$ cat src/cpqm_pkg.sv
// shared types and constants of the cascaded pid quad mixer
// no dependencies
package cpqm_pkg;

    localparam int NUM_LOOPS = 6;
    localparam int NUM_AXES  = 3;
    localparam int LOOP_W    = 3;
    localparam int AXIS_W    = 2;
    localparam int CFG_IDX_W = 3;
    localparam int GAIN_W    = 16;
    localparam int GAINS_W   = 48;
    localparam int WORD_W    = 32;

    localparam logic [LOOP_W-1:0] LOOP_FIRST  = 3'd0;
    localparam logic [LOOP_W-1:0] RATE_LOOP0  = 3'd3;
    localparam logic [LOOP_W-1:0] LOOP_LAST   = 3'd5;

    localparam logic [WORD_W-1:0] MOTOR_IDLE = 32'd199999;
    localparam logic [WORD_W-1:0] MOTOR_ARM  = 32'd179999;

    typedef enum logic [2:0] {
        KIND_NEW_DATA = 3'd0,
        KIND_STEP     = 3'd1,
        KIND_STOP     = 3'd2,
        KIND_ARM      = 3'd3,
        KIND_DISARM   = 3'd4,
        KIND_STATUS   = 3'd5
    } kind_t;

    typedef enum logic [1:0] {
        RES_COMMIT = 2'd0,
        RES_STOP   = 2'd1,
        RES_HALTED = 2'd2
    } res_kind_t;

    typedef enum logic [1:0] {
        GAIN_KP = 2'd0,
        GAIN_KI = 2'd1,
        GAIN_KD = 2'd2
    } gain_sel_t;

    typedef struct packed {
        logic              latch;
        logic              load_e;
        logic              mul;
        gain_sel_t         gsel;
        logic              acc_first;
        logic              acc_add;
        logic              store;
        logic              mix;
        logic              emit_pid;
        logic              emit_fixed;
        res_kind_t         fixed_kind;
        logic [LOOP_W-1:0] loop;
    } dp_cmd_t;

endpackage

$ cat src/cpqm_if.sv
// request, result and configuration channels
// depends on cpqm_pkg
interface cpqm_cmd_if;
    import cpqm_pkg::*;
    logic               valid;
    logic               ready;
    logic [2:0]         kind;
    logic signed [31:0] angle_err_x;
    logic signed [31:0] angle_err_y;
    logic signed [31:0] angle_err_z;
    logic signed [31:0] thrust_in;
    logic signed [31:0] rate_meas_x;
    logic signed [31:0] rate_meas_y;
    logic signed [31:0] rate_meas_z;

    modport source (
        output valid, kind, angle_err_x, angle_err_y, angle_err_z, thrust_in,
               rate_meas_x, rate_meas_y, rate_meas_z,
        input  ready
    );
    modport sink (
        input  valid, kind, angle_err_x, angle_err_y, angle_err_z, thrust_in,
               rate_meas_x, rate_meas_y, rate_meas_z,
        output ready
    );
endinterface

interface cpqm_res_if;
    import cpqm_pkg::*;
    logic        valid;
    logic        ready;
    logic [1:0]  result_kind;
    logic [31:0] motor_0;
    logic [31:0] motor_1;
    logic [31:0] motor_2;
    logic [31:0] motor_3;

    modport source (
        output valid, result_kind, motor_0, motor_1, motor_2, motor_3,
        input  ready
    );
    modport sink (
        input  valid, result_kind, motor_0, motor_1, motor_2, motor_3,
        output ready
    );
endinterface

interface cpqm_cfg_if;
    import cpqm_pkg::*;
    logic                 valid;
    logic                 ready;
    logic [CFG_IDX_W-1:0] index;
    logic [GAINS_W-1:0]   data;

    modport source (
        output valid, index, data,
        input  ready
    );
    modport sink (
        input  valid, index, data,
        output ready
    );
endinterface

$ cat src/cpqm_datapath.sv
// pid datapath: gain registers, loop state, shared multiplier and motor mixer
// depends on cpqm_pkg
module cpqm_datapath (
    input  logic                             clk,
    input  logic                             rst_n,
    input  cpqm_pkg::dp_cmd_t                dcmd,
    input  logic                             cfg_we,
    input  logic [cpqm_pkg::CFG_IDX_W-1:0]   cfg_index,
    input  logic [cpqm_pkg::GAINS_W-1:0]     cfg_data,
    input  logic [cpqm_pkg::WORD_W-1:0]      angle_err_x,
    input  logic [cpqm_pkg::WORD_W-1:0]      angle_err_y,
    input  logic [cpqm_pkg::WORD_W-1:0]      angle_err_z,
    input  logic [cpqm_pkg::WORD_W-1:0]      thrust_in,
    input  logic [cpqm_pkg::WORD_W-1:0]      rate_meas_x,
    input  logic [cpqm_pkg::WORD_W-1:0]      rate_meas_y,
    input  logic [cpqm_pkg::WORD_W-1:0]      rate_meas_z,
    output cpqm_pkg::res_kind_t              result_kind,
    output logic [cpqm_pkg::WORD_W-1:0]      motor_0,
    output logic [cpqm_pkg::WORD_W-1:0]      motor_1,
    output logic [cpqm_pkg::WORD_W-1:0]      motor_2,
    output logic [cpqm_pkg::WORD_W-1:0]      motor_3
);
    import cpqm_pkg::*;

    logic [GAINS_W-1:0] gains_reg   [NUM_LOOPS];
    logic [WORD_W-1:0]  integ_reg   [NUM_LOOPS];
    logic [WORD_W-1:0]  prev_reg    [NUM_LOOPS];
    logic [WORD_W-1:0]  pid_out_reg [NUM_LOOPS];
    logic [WORD_W-1:0]  angle_reg   [NUM_AXES];
    logic [WORD_W-1:0]  rate_reg    [NUM_AXES];
    logic [WORD_W-1:0]  thrust_reg;

    logic [WORD_W-1:0]  e_reg;
    logic [WORD_W-1:0]  d_reg;
    logic [WORD_W-1:0]  prod_reg;
    logic [WORD_W-1:0]  acc_reg;
    logic [WORD_W-1:0]  mix_a_reg;
    logic [WORD_W-1:0]  mix_b_reg;
    logic [WORD_W-1:0]  s01_reg;
    logic [WORD_W-1:0]  d01_reg;
    res_kind_t          res_kind_reg;
    logic [WORD_W-1:0]  motor_reg [4];

    logic                     rate_loop;
    logic [AXIS_W-1:0]        axis;
    logic [WORD_W-1:0]        e_next;
    logic [WORD_W-1:0]        integ_next;
    logic [GAINS_W-1:0]       gains_cur;
    logic signed [GAIN_W-1:0] gain_op;
    logic [WORD_W-1:0]        mul_x;
    logic signed [GAIN_W+WORD_W-1:0] mul_full;
    logic [WORD_W-1:0]        fixed_word;

    assign rate_loop  = (dcmd.loop >= RATE_LOOP0);
    assign axis       = rate_loop ? AXIS_W'(dcmd.loop - RATE_LOOP0) : dcmd.loop[AXIS_W-1:0];
    assign e_next     = rate_loop ? (pid_out_reg[{1'b0, axis}] - rate_reg[axis])
                                  : angle_reg[axis];
    assign integ_next = integ_reg[dcmd.loop] + e_next;
    assign gains_cur  = gains_reg[dcmd.loop];

    always_comb
    begin
        case (dcmd.gsel)
            GAIN_KP:
            begin
                gain_op = gains_cur[GAIN_W-1:0];
                mul_x   = e_reg;
            end
            GAIN_KI:
            begin
                gain_op = gains_cur[2*GAIN_W-1:GAIN_W];
                mul_x   = integ_reg[dcmd.loop];
            end
            GAIN_KD:
            begin
                gain_op = gains_cur[3*GAIN_W-1:2*GAIN_W];
                mul_x   = d_reg;
            end
            default:
            begin
                gain_op = '0;
                mul_x   = '0;
            end
        endcase
    end

    assign mul_full   = gain_op * $signed(mul_x);
    assign fixed_word = (dcmd.fixed_kind == RES_COMMIT) ? MOTOR_ARM : '0;

    // loop state, gains and latched inputs
    always_ff @(posedge clk or negedge rst_n)
    begin
        if (!rst_n)
        begin
            for (int i = 0; i < NUM_LOOPS; i++)
            begin
                gains_reg[i] <= '0;
                integ_reg[i] <= '0;
                prev_reg[i]  <= '0;
            end
            for (int i = 0; i < NUM_AXES; i++)
            begin
                angle_reg[i] <= '0;
                rate_reg[i]  <= '0;
            end
            thrust_reg <= '0;
        end
        else
        begin
            if (cfg_we && (cfg_index < CFG_IDX_W'(NUM_LOOPS)))
                gains_reg[cfg_index] <= cfg_data;
            if (dcmd.latch)
            begin
                angle_reg[0] <= angle_err_x;
                angle_reg[1] <= angle_err_y;
                angle_reg[2] <= angle_err_z;
                rate_reg[0]  <= rate_meas_x;
                rate_reg[1]  <= rate_meas_y;
                rate_reg[2]  <= rate_meas_z;
                thrust_reg   <= thrust_in;
            end
            if (dcmd.load_e)
            begin
                integ_reg[dcmd.loop] <= integ_next;
                prev_reg[dcmd.loop]  <= e_next;
            end
        end
    end

    // working registers and result payload
    always_ff @(posedge clk)
    begin
        if (dcmd.load_e)
        begin
            e_reg <= e_next;
            d_reg <= e_next - prev_reg[dcmd.loop];
        end
        if (dcmd.mul)
            prod_reg <= mul_full[WORD_W-1:0];
        if (dcmd.acc_first)
            acc_reg <= prod_reg;
        else if (dcmd.acc_add)
            acc_reg <= acc_reg + prod_reg;
        if (dcmd.store)
            pid_out_reg[dcmd.loop] <= acc_reg + prod_reg;
        if (dcmd.mix)
        begin
            mix_a_reg <= MOTOR_IDLE + thrust_reg + pid_out_reg[5];
            mix_b_reg <= MOTOR_IDLE + thrust_reg - pid_out_reg[5];
            s01_reg   <= pid_out_reg[3] + pid_out_reg[4];
            d01_reg   <= pid_out_reg[3] - pid_out_reg[4];
        end
        if (dcmd.emit_pid)
        begin
            res_kind_reg <= RES_COMMIT;
            motor_reg[0] <= mix_a_reg + s01_reg;
            motor_reg[1] <= mix_b_reg - d01_reg;
            motor_reg[2] <= mix_b_reg + d01_reg;
            motor_reg[3] <= mix_a_reg - s01_reg;
        end
        else if (dcmd.emit_fixed)
        begin
            res_kind_reg <= dcmd.fixed_kind;
            for (int i = 0; i < 4; i++)
                motor_reg[i] <= fixed_word;
        end
    end

    assign result_kind = res_kind_reg;
    assign motor_0     = motor_reg[0];
    assign motor_1     = motor_reg[1];
    assign motor_2     = motor_reg[2];
    assign motor_3     = motor_reg[3];

endmodule

$ cat src/cpqm_ctrl.sv
// controller: request decode, pid step sequencer, halt flag and result valid
// depends on cpqm_pkg
module cpqm_ctrl (
    input  logic                 clk,
    input  logic                 rst_n,
    input  logic                 cmd_valid,
    input  logic [2:0]           cmd_kind,
    output logic                 cmd_ready,
    output logic                 res_valid,
    input  logic                 res_ready,
    output cpqm_pkg::dp_cmd_t    dcmd
);
    import cpqm_pkg::*;

    typedef enum logic [7:0] {
        S_IDLE = 8'b0000_0001,
        S_LOAD = 8'b0000_0010,
        S_M0   = 8'b0000_0100,
        S_M1   = 8'b0000_1000,
        S_M2   = 8'b0001_0000,
        S_M3   = 8'b0010_0000,
        S_MIX1 = 8'b0100_0000,
        S_MIX2 = 8'b1000_0000
    } state_t;

    state_t            state_reg, state_next;
    logic [LOOP_W-1:0] loop_reg, loop_next;
    logic              halted_reg, halted_next;
    logic              res_valid_reg, res_valid_next;
    logic              accept;

    assign cmd_ready = (state_reg == S_IDLE) && (!res_valid_reg || res_ready);
    assign accept    = cmd_valid && cmd_ready;
    assign res_valid = res_valid_reg;

    always_comb
    begin
        state_next  = state_reg;
        loop_next   = loop_reg;
        halted_next = halted_reg;
        dcmd        = '0;
        dcmd.gsel       = GAIN_KP;
        dcmd.fixed_kind = RES_COMMIT;
        dcmd.loop       = loop_reg;

        case (state_reg)
            S_IDLE:
            begin
                if (accept && !halted_reg)
                begin
                    case (kind_t'(cmd_kind))
                        KIND_NEW_DATA:
                            dcmd.latch = 1'b1;
                        KIND_STEP:
                        begin
                            loop_next  = LOOP_FIRST;
                            state_next = S_LOAD;
                        end
                        KIND_ARM:
                            dcmd.latch = 1'b0;
                        KIND_DISARM:
                        begin
                            dcmd.emit_fixed = 1'b1;
                            dcmd.fixed_kind = RES_COMMIT;
                        end
                        KIND_STATUS:
                        begin
                            halted_next     = 1'b1;
                            dcmd.emit_fixed = 1'b1;
                            dcmd.fixed_kind = RES_HALTED;
                        end
                        default:
                        begin
                            dcmd.emit_fixed = 1'b1;
                            dcmd.fixed_kind = RES_STOP;
                        end
                    endcase
                end
            end
            S_LOAD:
            begin
                dcmd.load_e = 1'b1;
                state_next  = S_M0;
            end
            S_M0:
            begin
                dcmd.mul   = 1'b1;
                dcmd.gsel  = GAIN_KP;
                state_next = S_M1;
            end
            S_M1:
            begin
                dcmd.mul       = 1'b1;
                dcmd.gsel      = GAIN_KI;
                dcmd.acc_first = 1'b1;
                state_next     = S_M2;
            end
            S_M2:
            begin
                dcmd.mul     = 1'b1;
                dcmd.gsel    = GAIN_KD;
                dcmd.acc_add = 1'b1;
                state_next   = S_M3;
            end
            S_M3:
            begin
                dcmd.store = 1'b1;
                if (loop_reg == LOOP_LAST)
                    state_next = S_MIX1;
                else
                begin
                    loop_next  = loop_reg + LOOP_W'(1);
                    state_next = S_LOAD;
                end
            end
            S_MIX1:
            begin
                dcmd.mix   = 1'b1;
                state_next = S_MIX2;
            end
            S_MIX2:
            begin
                dcmd.emit_pid = 1'b1;
                state_next    = S_IDLE;
            end
            default:
                state_next = S_IDLE;
        endcase
    end

    always_comb
    begin
        if (dcmd.emit_pid || dcmd.emit_fixed)
            res_valid_next = 1'b1;
        else if (res_ready)
            res_valid_next = 1'b0;
        else
            res_valid_next = res_valid_reg;
    end

    always_ff @(posedge clk or negedge rst_n)
    begin
        if (!rst_n)
        begin
            state_reg     <= S_IDLE;
            loop_reg      <= LOOP_FIRST;
            halted_reg    <= 1'b0;
            res_valid_reg <= 1'b0;
        end
        else
        begin
            state_reg     <= state_next;
            loop_reg      <= loop_next;
            halted_reg    <= halted_next;
            res_valid_reg <= res_valid_next;
        end
    end

endmodule

$ cat src/cascaded_pid_quad_mixer_core.sv
// step request: six pid loops, each through the load, multiply and store states on one
// shared multiplier, then the mixer states; no new request is taken while a step is running
// disarm, status and stop requests: result in the next cycle; waiting results stall requests
// asynchronous active-low reset clears gains, integrators, errors and the halt flag
// gain writes are taken in every cycle
// depends on cpqm_pkg, cpqm_if, cpqm_ctrl and cpqm_datapath
module cascaded_pid_quad_mixer_core (
    input  logic       clk,
    input  logic       rst_n,
    cpqm_cmd_if.sink   cmd,
    cpqm_res_if.source res,
    cpqm_cfg_if.sink   cfg
);
    import cpqm_pkg::*;

    dp_cmd_t   dcmd;
    res_kind_t result_kind;

    assign cfg.ready = 1'b1;

    cpqm_ctrl u_ctrl (
        .clk       (clk),
        .rst_n     (rst_n),
        .cmd_valid (cmd.valid),
        .cmd_kind  (cmd.kind),
        .cmd_ready (cmd.ready),
        .res_valid (res.valid),
        .res_ready (res.ready),
        .dcmd      (dcmd)
    );

    cpqm_datapath u_dp (
        .clk         (clk),
        .rst_n       (rst_n),
        .dcmd        (dcmd),
        .cfg_we      (cfg.valid),
        .cfg_index   (cfg.index),
        .cfg_data    (cfg.data),
        .angle_err_x (cmd.angle_err_x),
        .angle_err_y (cmd.angle_err_y),
        .angle_err_z (cmd.angle_err_z),
        .thrust_in   (cmd.thrust_in),
        .rate_meas_x (cmd.rate_meas_x),
        .rate_meas_y (cmd.rate_meas_y),
        .rate_meas_z (cmd.rate_meas_z),
        .result_kind (result_kind),
        .motor_0     (res.motor_0),
        .motor_1     (res.motor_1),
        .motor_2     (res.motor_2),
        .motor_3     (res.motor_3)
    );

    assign res.result_kind = result_kind;

endmodule

$ cat src/flat_wrapper.sv
// flat-port wrapper written by rule: the top's interface ports become plain ports
module cascaded_pid_quad_mixer_core_flat import cpqm_pkg::*;
  (clk, rst_n, cmd_valid, cmd_kind, cmd_angle_err_x, cmd_angle_err_y, cmd_angle_err_z, cmd_thrust_in, cmd_rate_meas_x, cmd_rate_meas_y, cmd_rate_meas_z, cmd_ready, res_valid, res_result_kind, res_motor_0, res_motor_1, res_motor_2, res_motor_3, res_ready, cfg_valid, cfg_index, cfg_data, cfg_ready);
  cpqm_cmd_if cmd_i ();
  cpqm_res_if res_i ();
  cpqm_cfg_if cfg_i ();
  input  logic clk;
  input  logic rst_n;
  input wire logic [$bits(cmd_i.valid)-1:0] cmd_valid;
  input wire logic [$bits(cmd_i.kind)-1:0] cmd_kind;
  input wire logic [$bits(cmd_i.angle_err_x)-1:0] cmd_angle_err_x;
  input wire logic [$bits(cmd_i.angle_err_y)-1:0] cmd_angle_err_y;
  input wire logic [$bits(cmd_i.angle_err_z)-1:0] cmd_angle_err_z;
  input wire logic [$bits(cmd_i.thrust_in)-1:0] cmd_thrust_in;
  input wire logic [$bits(cmd_i.rate_meas_x)-1:0] cmd_rate_meas_x;
  input wire logic [$bits(cmd_i.rate_meas_y)-1:0] cmd_rate_meas_y;
  input wire logic [$bits(cmd_i.rate_meas_z)-1:0] cmd_rate_meas_z;
  output wire logic [$bits(cmd_i.ready)-1:0] cmd_ready;
  output wire logic [$bits(res_i.valid)-1:0] res_valid;
  output wire logic [$bits(res_i.result_kind)-1:0] res_result_kind;
  output wire logic [$bits(res_i.motor_0)-1:0] res_motor_0;
  output wire logic [$bits(res_i.motor_1)-1:0] res_motor_1;
  output wire logic [$bits(res_i.motor_2)-1:0] res_motor_2;
  output wire logic [$bits(res_i.motor_3)-1:0] res_motor_3;
  input wire logic [$bits(res_i.ready)-1:0] res_ready;
  input wire logic [$bits(cfg_i.valid)-1:0] cfg_valid;
  input wire logic [$bits(cfg_i.index)-1:0] cfg_index;
  input wire logic [$bits(cfg_i.data)-1:0] cfg_data;
  output wire logic [$bits(cfg_i.ready)-1:0] cfg_ready;
  assign cmd_i.valid = cmd_valid;
  assign cmd_i.kind = cmd_kind;
  assign cmd_i.angle_err_x = cmd_angle_err_x;
  assign cmd_i.angle_err_y = cmd_angle_err_y;
  assign cmd_i.angle_err_z = cmd_angle_err_z;
  assign cmd_i.thrust_in = cmd_thrust_in;
  assign cmd_i.rate_meas_x = cmd_rate_meas_x;
  assign cmd_i.rate_meas_y = cmd_rate_meas_y;
  assign cmd_i.rate_meas_z = cmd_rate_meas_z;
  assign cmd_ready = cmd_i.ready;
  assign res_valid = res_i.valid;
  assign res_result_kind = res_i.result_kind;
  assign res_motor_0 = res_i.motor_0;
  assign res_motor_1 = res_i.motor_1;
  assign res_motor_2 = res_i.motor_2;
  assign res_motor_3 = res_i.motor_3;
  assign res_i.ready = res_ready;
  assign cfg_i.valid = cfg_valid;
  assign cfg_i.index = cfg_index;
  assign cfg_i.data = cfg_data;
  assign cfg_ready = cfg_i.ready;
  cascaded_pid_quad_mixer_core u_core (.clk(clk), .rst_n(rst_n), .cmd(cmd_i), .res(res_i), .cfg(cfg_i));
endmodule
$ cat config.mk
export PLATFORM = sky130hd
export DESIGN_NAME = cascaded_pid_quad_mixer_core_flat
export DESIGN_NICKNAME = d
export VERILOG_FILES = /design/src/cpqm_pkg.sv /design/src/cpqm_if.sv /design/src/cpqm_datapath.sv /design/src/cpqm_ctrl.sv /design/src/cascaded_pid_quad_mixer_core.sv /design/src/flat_wrapper.sv
export SDC_FILE = /design/constraint.sdc
export NUM_CORES = 2
export LEC_CHECK = 0
export BUFFER_PORTS_ARGS = -buffer_cell sky130_fd_sc_hd__clkbuf_2
export CELL_PAD_IN_SITES_DETAIL_PLACEMENT = 2
export CELL_PAD_IN_SITES_GLOBAL_PLACEMENT = 2
export CORE_MARGIN = 3
export CORE_UTILIZATION = 45
export DETAILED_ROUTE_END_ITERATION = 7
export GPL_ROUTABILITY_DRIVEN = 0
export GPL_TIMING_DRIVEN = 0
export HOLD_SLACK_MARGIN = 0.1
export PLACE_DENSITY = 0.85
export RECOVER_POWER = 25
export SLEW_MARGIN = 15
export SYNTH_ARGS = -nofsm -noshare
export SYNTH_HDL_FRONTEND = slang
export SYNTH_SLANG_ARGS = --single-unit
$ cat constraint.sdc
create_clock -name clk -period 18 [get_ports clk]
set_input_delay 4.5 -clock clk [delete_from_list [all_inputs] [get_ports clk]]
set_output_delay 4.5 -clock clk [all_outputs]
set_load 0.005 [all_outputs]
==> results by stage <==
Timing:
- Setup repair after global routing left no endpoint under its margin.
- The minimum clock period is 15840 ps.
- The least setup slack across all paths after layout is 2160 ps.
- Dividing the final minimum period by the clock period gives 88.0%.
- In this run the tightest slew margin relative to its limit is -297%.
- The final max-slew violation count is 576.
- The final hold violation count is 0.
- The slew at the pin closest to its max-slew limit is 5950 ps.
- Based on the critical path, the design can be clocked at up to 63.1 MHz.
- The setup clock skew after layout is 96.9 ps.
- Setup violations remaining at the end of the flow were counted as 0.

Floorplanning:
- The floorplan core area is 198000 um2.
- The die span in y is 452 um.
- After floorplanning, the core was divided into 163 placement rows.
- The horizontal die dimension is 452 um.
- The die covers 204000 um2.
- The I/O pin count is 416.
- The effective utilization at floorplan is 45.3%.

Global route:
- The initial antenna violation count is 40.
- The total grt overflow is 0.
- The overall fraction of global-route tracks in use is 42.6%.
- The global-route wire length before repair is 642000 um.
- The largest net degree at the start of global routing is 103.
- The number of global-route vias before repair came to 90271.

Finish:
- Cells with a size suffix above 1 make up 16.9% of the layout.
- The filler cells instantiated in the layout total 19755.
- For this run, the post-layout net count is 10331.
- The flip-flop count of the largest register, all copies and words added is 288.
- The area growth from synthesis to layout is 13.4%.

Worst setup path:
- The type of element launching the critical path is a register.
- The maximum fanout count along the critical path is 10.
- Setup slack on the worst reg-to-reg path comes out at 2160 ps.
- The worst setup path is of the register to register kind.
- The critical path data arrival time is 16520 ps.
- The data required time of the worst path is 18680 ps.
- The largest stage delay on the critical path is 1400 ps.
- The kind of end point of the critical path is a register.
- On the critical path, the stage with the largest delay is an instance of sky130_fd_sc_hd__clkinvlp_2.
- The library cell appearing most often on the critical path is sky130_fd_sc_hd__fa_1.

Clock network:
- Clock-pin slew was measured on the worst setup and hold paths at 70 ps.
- The root buffer cell chosen for the clock tree is sky130_fd_sc_hd__clkbuf_16.
- Buffers added to address setup during post-CTS repair amount to 0.
- In this run, post-CTS hold repair placed 0 buffers.
- The CTS tree is done.
- The quantity of gates resized following cts is 0.
- The longest clock path from root to sink contains 3 buffers.
- The number of buffers inserted during clock tree synthesis is 171.
- The deepest level of the CTS H-tree is 4.
- Counting every sink on the clock net gives 1483.
- The clock reaches the later pin of the worst-skew pair after 960 ps.

Detailed routing:
- For this block, the routed nets add up to 474000 um of wire.
- After detailed routing, the average wire length per cell comes to 39.1 um.
- The total vias in the final route is 82162.
- The count of nets left with antenna violations once routing finished came out at 0.
- The detail-routed via count per cell is 6.79.
- The number of design rule violations left after detail routing is 0.
- The number of DRC violations after detailed-routing iteration 0 is 9399.
- For this run, the detailed router's first-pass iteration total came to 6.

Synthesis:
- Ranked by total cell area, the synthesized netlist is headed by sky130_fd_sc_hd__dfrtp_1, sky130_fd_sc_hd__edfxtp_1, sky130_fd_sc_hd__mux2_2.
- Counting every instance in the synthesized netlist gives 8624.
- Summed over its instances, the top area cell type makes up 25.4% of the synthesized netlist area.
- The largest area contributor in the synthesized netlist is sky130_fd_sc_hd__dfrtp_1.
- The synthesized design contains 515 enable-type register cells.
- The synthesized net count is 9689.
- The sequential area share after synthesis is 44.0%.
- Counting flops and latches in the post-synthesis netlist gives 1483.
- The fraction of synthesis flops using an asynchronous set or reset pin is 61.3%.
- In this run the mean area of a mapped cell was 10.4 um2.
- The cell area that synthesis handed to floorplanning was 89600 um2.
- During synthesis, Yosys emitted a total of 0 warnings.
- Yosys mapped the design onto 107 distinct sky130hd cell types.
- The prevailing post-synth register cell is sky130_fd_sc_hd__dfrtp_1.

Worst hold path:
- The path class of the lowest-slack min-delay path is register to register.

Place:
- The pre-CTS worst setup slack is 5190 ps.
- The half-perimeter wire length of the detailed placement result is 288000 um.
- The total of buffers placed on input and output ports is 413.

Run status:
- The flow ran to the end, but the final reports show violations.
- The final reports fail on max-capacitance violations, max-slew violations.

Job:
- Across the run, the number of max-cap violations was 25.
-- logic make-up after synthesis --
group	count (synthesis)	synth area share [%]
AND/OR/NAND/NOR	2149	10.8
AO/OA/AOI/OAI	1858	13.0
flip-flops	1483	44.0
buffers and inverters	1177	5.11
adder cells (fa/ha/maj)	782	13.6
multiplexers	757	9.50
XOR/XNOR	417	4.13
other	1	0.00419
-- synthesized netlist by cell type, types with 12 or more instances --
library cell	number
sky130_fd_sc_hd__nand2_1	921
sky130_fd_sc_hd__dfrtp_1	908
sky130_fd_sc_hd__inv_1	723
sky130_fd_sc_hd__mux2_2	698
sky130_fd_sc_hd__nor2_1	563
sky130_fd_sc_hd__o21ai_0	518
sky130_fd_sc_hd__edfxtp_1	515
sky130_fd_sc_hd__a21oi_1	470
sky130_fd_sc_hd__ha_1	466
sky130_fd_sc_hd__clkbuf_1	321
sky130_fd_sc_hd__xnor2_1	317
sky130_fd_sc_hd__fa_1	316
sky130_fd_sc_hd__a22oi_1	155
sky130_fd_sc_hd__nand3_1	118
sky130_fd_sc_hd__o22ai_1	103
sky130_fd_sc_hd__nor3_1	101
sky130_fd_sc_hd__a21o_1	100
sky130_fd_sc_hd__nand2b_1	96
sky130_fd_sc_hd__xor2_1	95
sky130_fd_sc_hd__a31oi_1	70
sky130_fd_sc_hd__o21bai_1	65
sky130_fd_sc_hd__nor2b_1	60
sky130_fd_sc_hd__dfxtp_1	59
sky130_fd_sc_hd__buf_2	57
sky130_fd_sc_hd__and3_1	56
sky130_fd_sc_hd__mux2i_1	54
sky130_fd_sc_hd__o21a_1	54
sky130_fd_sc_hd__buf_1	53
sky130_fd_sc_hd__o31ai_1	50
sky130_fd_sc_hd__a221oi_1	42
sky130_fd_sc_hd__or2_2	41
sky130_fd_sc_hd__or3_1	41
sky130_fd_sc_hd__nor4_1	34
sky130_fd_sc_hd__a211oi_1	32
sky130_fd_sc_hd__and2_1	23
sky130_fd_sc_hd__o211ai_1	21
sky130_fd_sc_hd__nand4_1	20
sky130_fd_sc_hd__o21ai_1	13
sky130_fd_sc_hd__a2111oi_0	12
sky130_fd_sc_hd__a311oi_1	12
sky130_fd_sc_hd__a31o_2	12
sky130_fd_sc_hd__buf_4	12
sky130_fd_sc_hd__nor3b_1	12
-- metrics by stage --
stage               hold slack, ps  area [um2]  cells  util (%)  setup TNS (ps)
CTS                            460      102000  12049      51.5               0
global route                   480      102000  12076      51.4               0
finish                         454      102000  12104      51.4               0
global placement               438       95000  11677      48.1        -8831740
floorplan                      435       89600   8624         -               0
detailed placement             447       95900  11730      48.5               0
-- cells in the final DEF, fill, tap and decap left out, types with 402 or more instances in the layout --
master,netlist,final
sky130_fd_sc_hd__edfxtp_1,515,515
sky130_fd_sc_hd__ha_1,466,466
sky130_fd_sc_hd__clkbuf_1,321,402
sky130_fd_sc_hd__inv_1,723,722
sky130_fd_sc_hd__clkbuf_2,0,414
sky130_fd_sc_hd__dfrtp_1,908,908
sky130_fd_sc_hd__mux2_2,698,698
sky130_fd_sc_hd__nand2_1,921,921
sky130_fd_sc_hd__a21oi_1,470,463
sky130_fd_sc_hd__nor2_1,563,563
sky130_fd_sc_hd__o21ai_0,518,512
-- final cells by class --
class	instances	area, um2	share of cell area (%)
diodes	52	130	0.128
well taps	2640	3300	3.25
clock inverters	76	837	0.824
flip-flops and latches	1483	39400	38.8
plain buffers	448	1800	1.77
repair buffers	469	2620	2.58
inverters	729	2740	2.70
multi-input cells	5964	45800	45.1
clock buffers	243	4990	4.91
-- path summary, 6_finish.rpt --
check | startpoint | to | depth (start not counted)
max | u_core.u_ctrl.state_reg[2]$_DFFE_PN0P_ | u_core.u_dp.prod_reg[31]$_DFFE_PP_ | 29
min | u_core.u_dp.motor_reg[1][23]$_SDFFE_PP0P_ | u_core.u_dp.motor_reg[1][23]$_SDFFE_PP0P_ | 2
max reg2reg | u_core.u_ctrl.state_reg[2]$_DFFE_PN0P_ | u_core.u_dp.prod_reg[31]$_DFFE_PP_ | 29
min reg2reg | u_core.u_dp.motor_reg[1][23]$_SDFFE_PP0P_ | u_core.u_dp.motor_reg[1][23]$_SDFFE_PP0P_ | 2
max in group asynchronous | rst_n | u_core.u_dp.integ_reg[147]$_DFFE_PN0P_ | 2
min in group asynchronous | rst_n | u_core.u_dp.thrust_reg[23]$_DFFE_PN0P_ | 1
-- metal layers --
layer | track usage [%] | vias up | wire, um
li1 | - | 31232 | -
met1 | 44.2 | 41255 | 153000
met2 | 70.8 | 6379 | 218000
met3 | 12.3 | 3264 | 47500
met4 | 36.8 | 32 | 54800
met5 | 0 | - | 255
-- worst max-delay path, delay by kind of cell (launching register included) --
family,cells,cell delay [ps]
adders and majority gates,7,3560
DFF,1,480
xor gates and xnor gates,1,390
and+or+nand+nor,7,4090
buffers and inverters,8,4910
AOI/OAI and AO/OA,6,2120
Power is left out: the tool's default activity adds up to more than one toggle a clock period on the data nets, which glitch-free logic cannot reach.
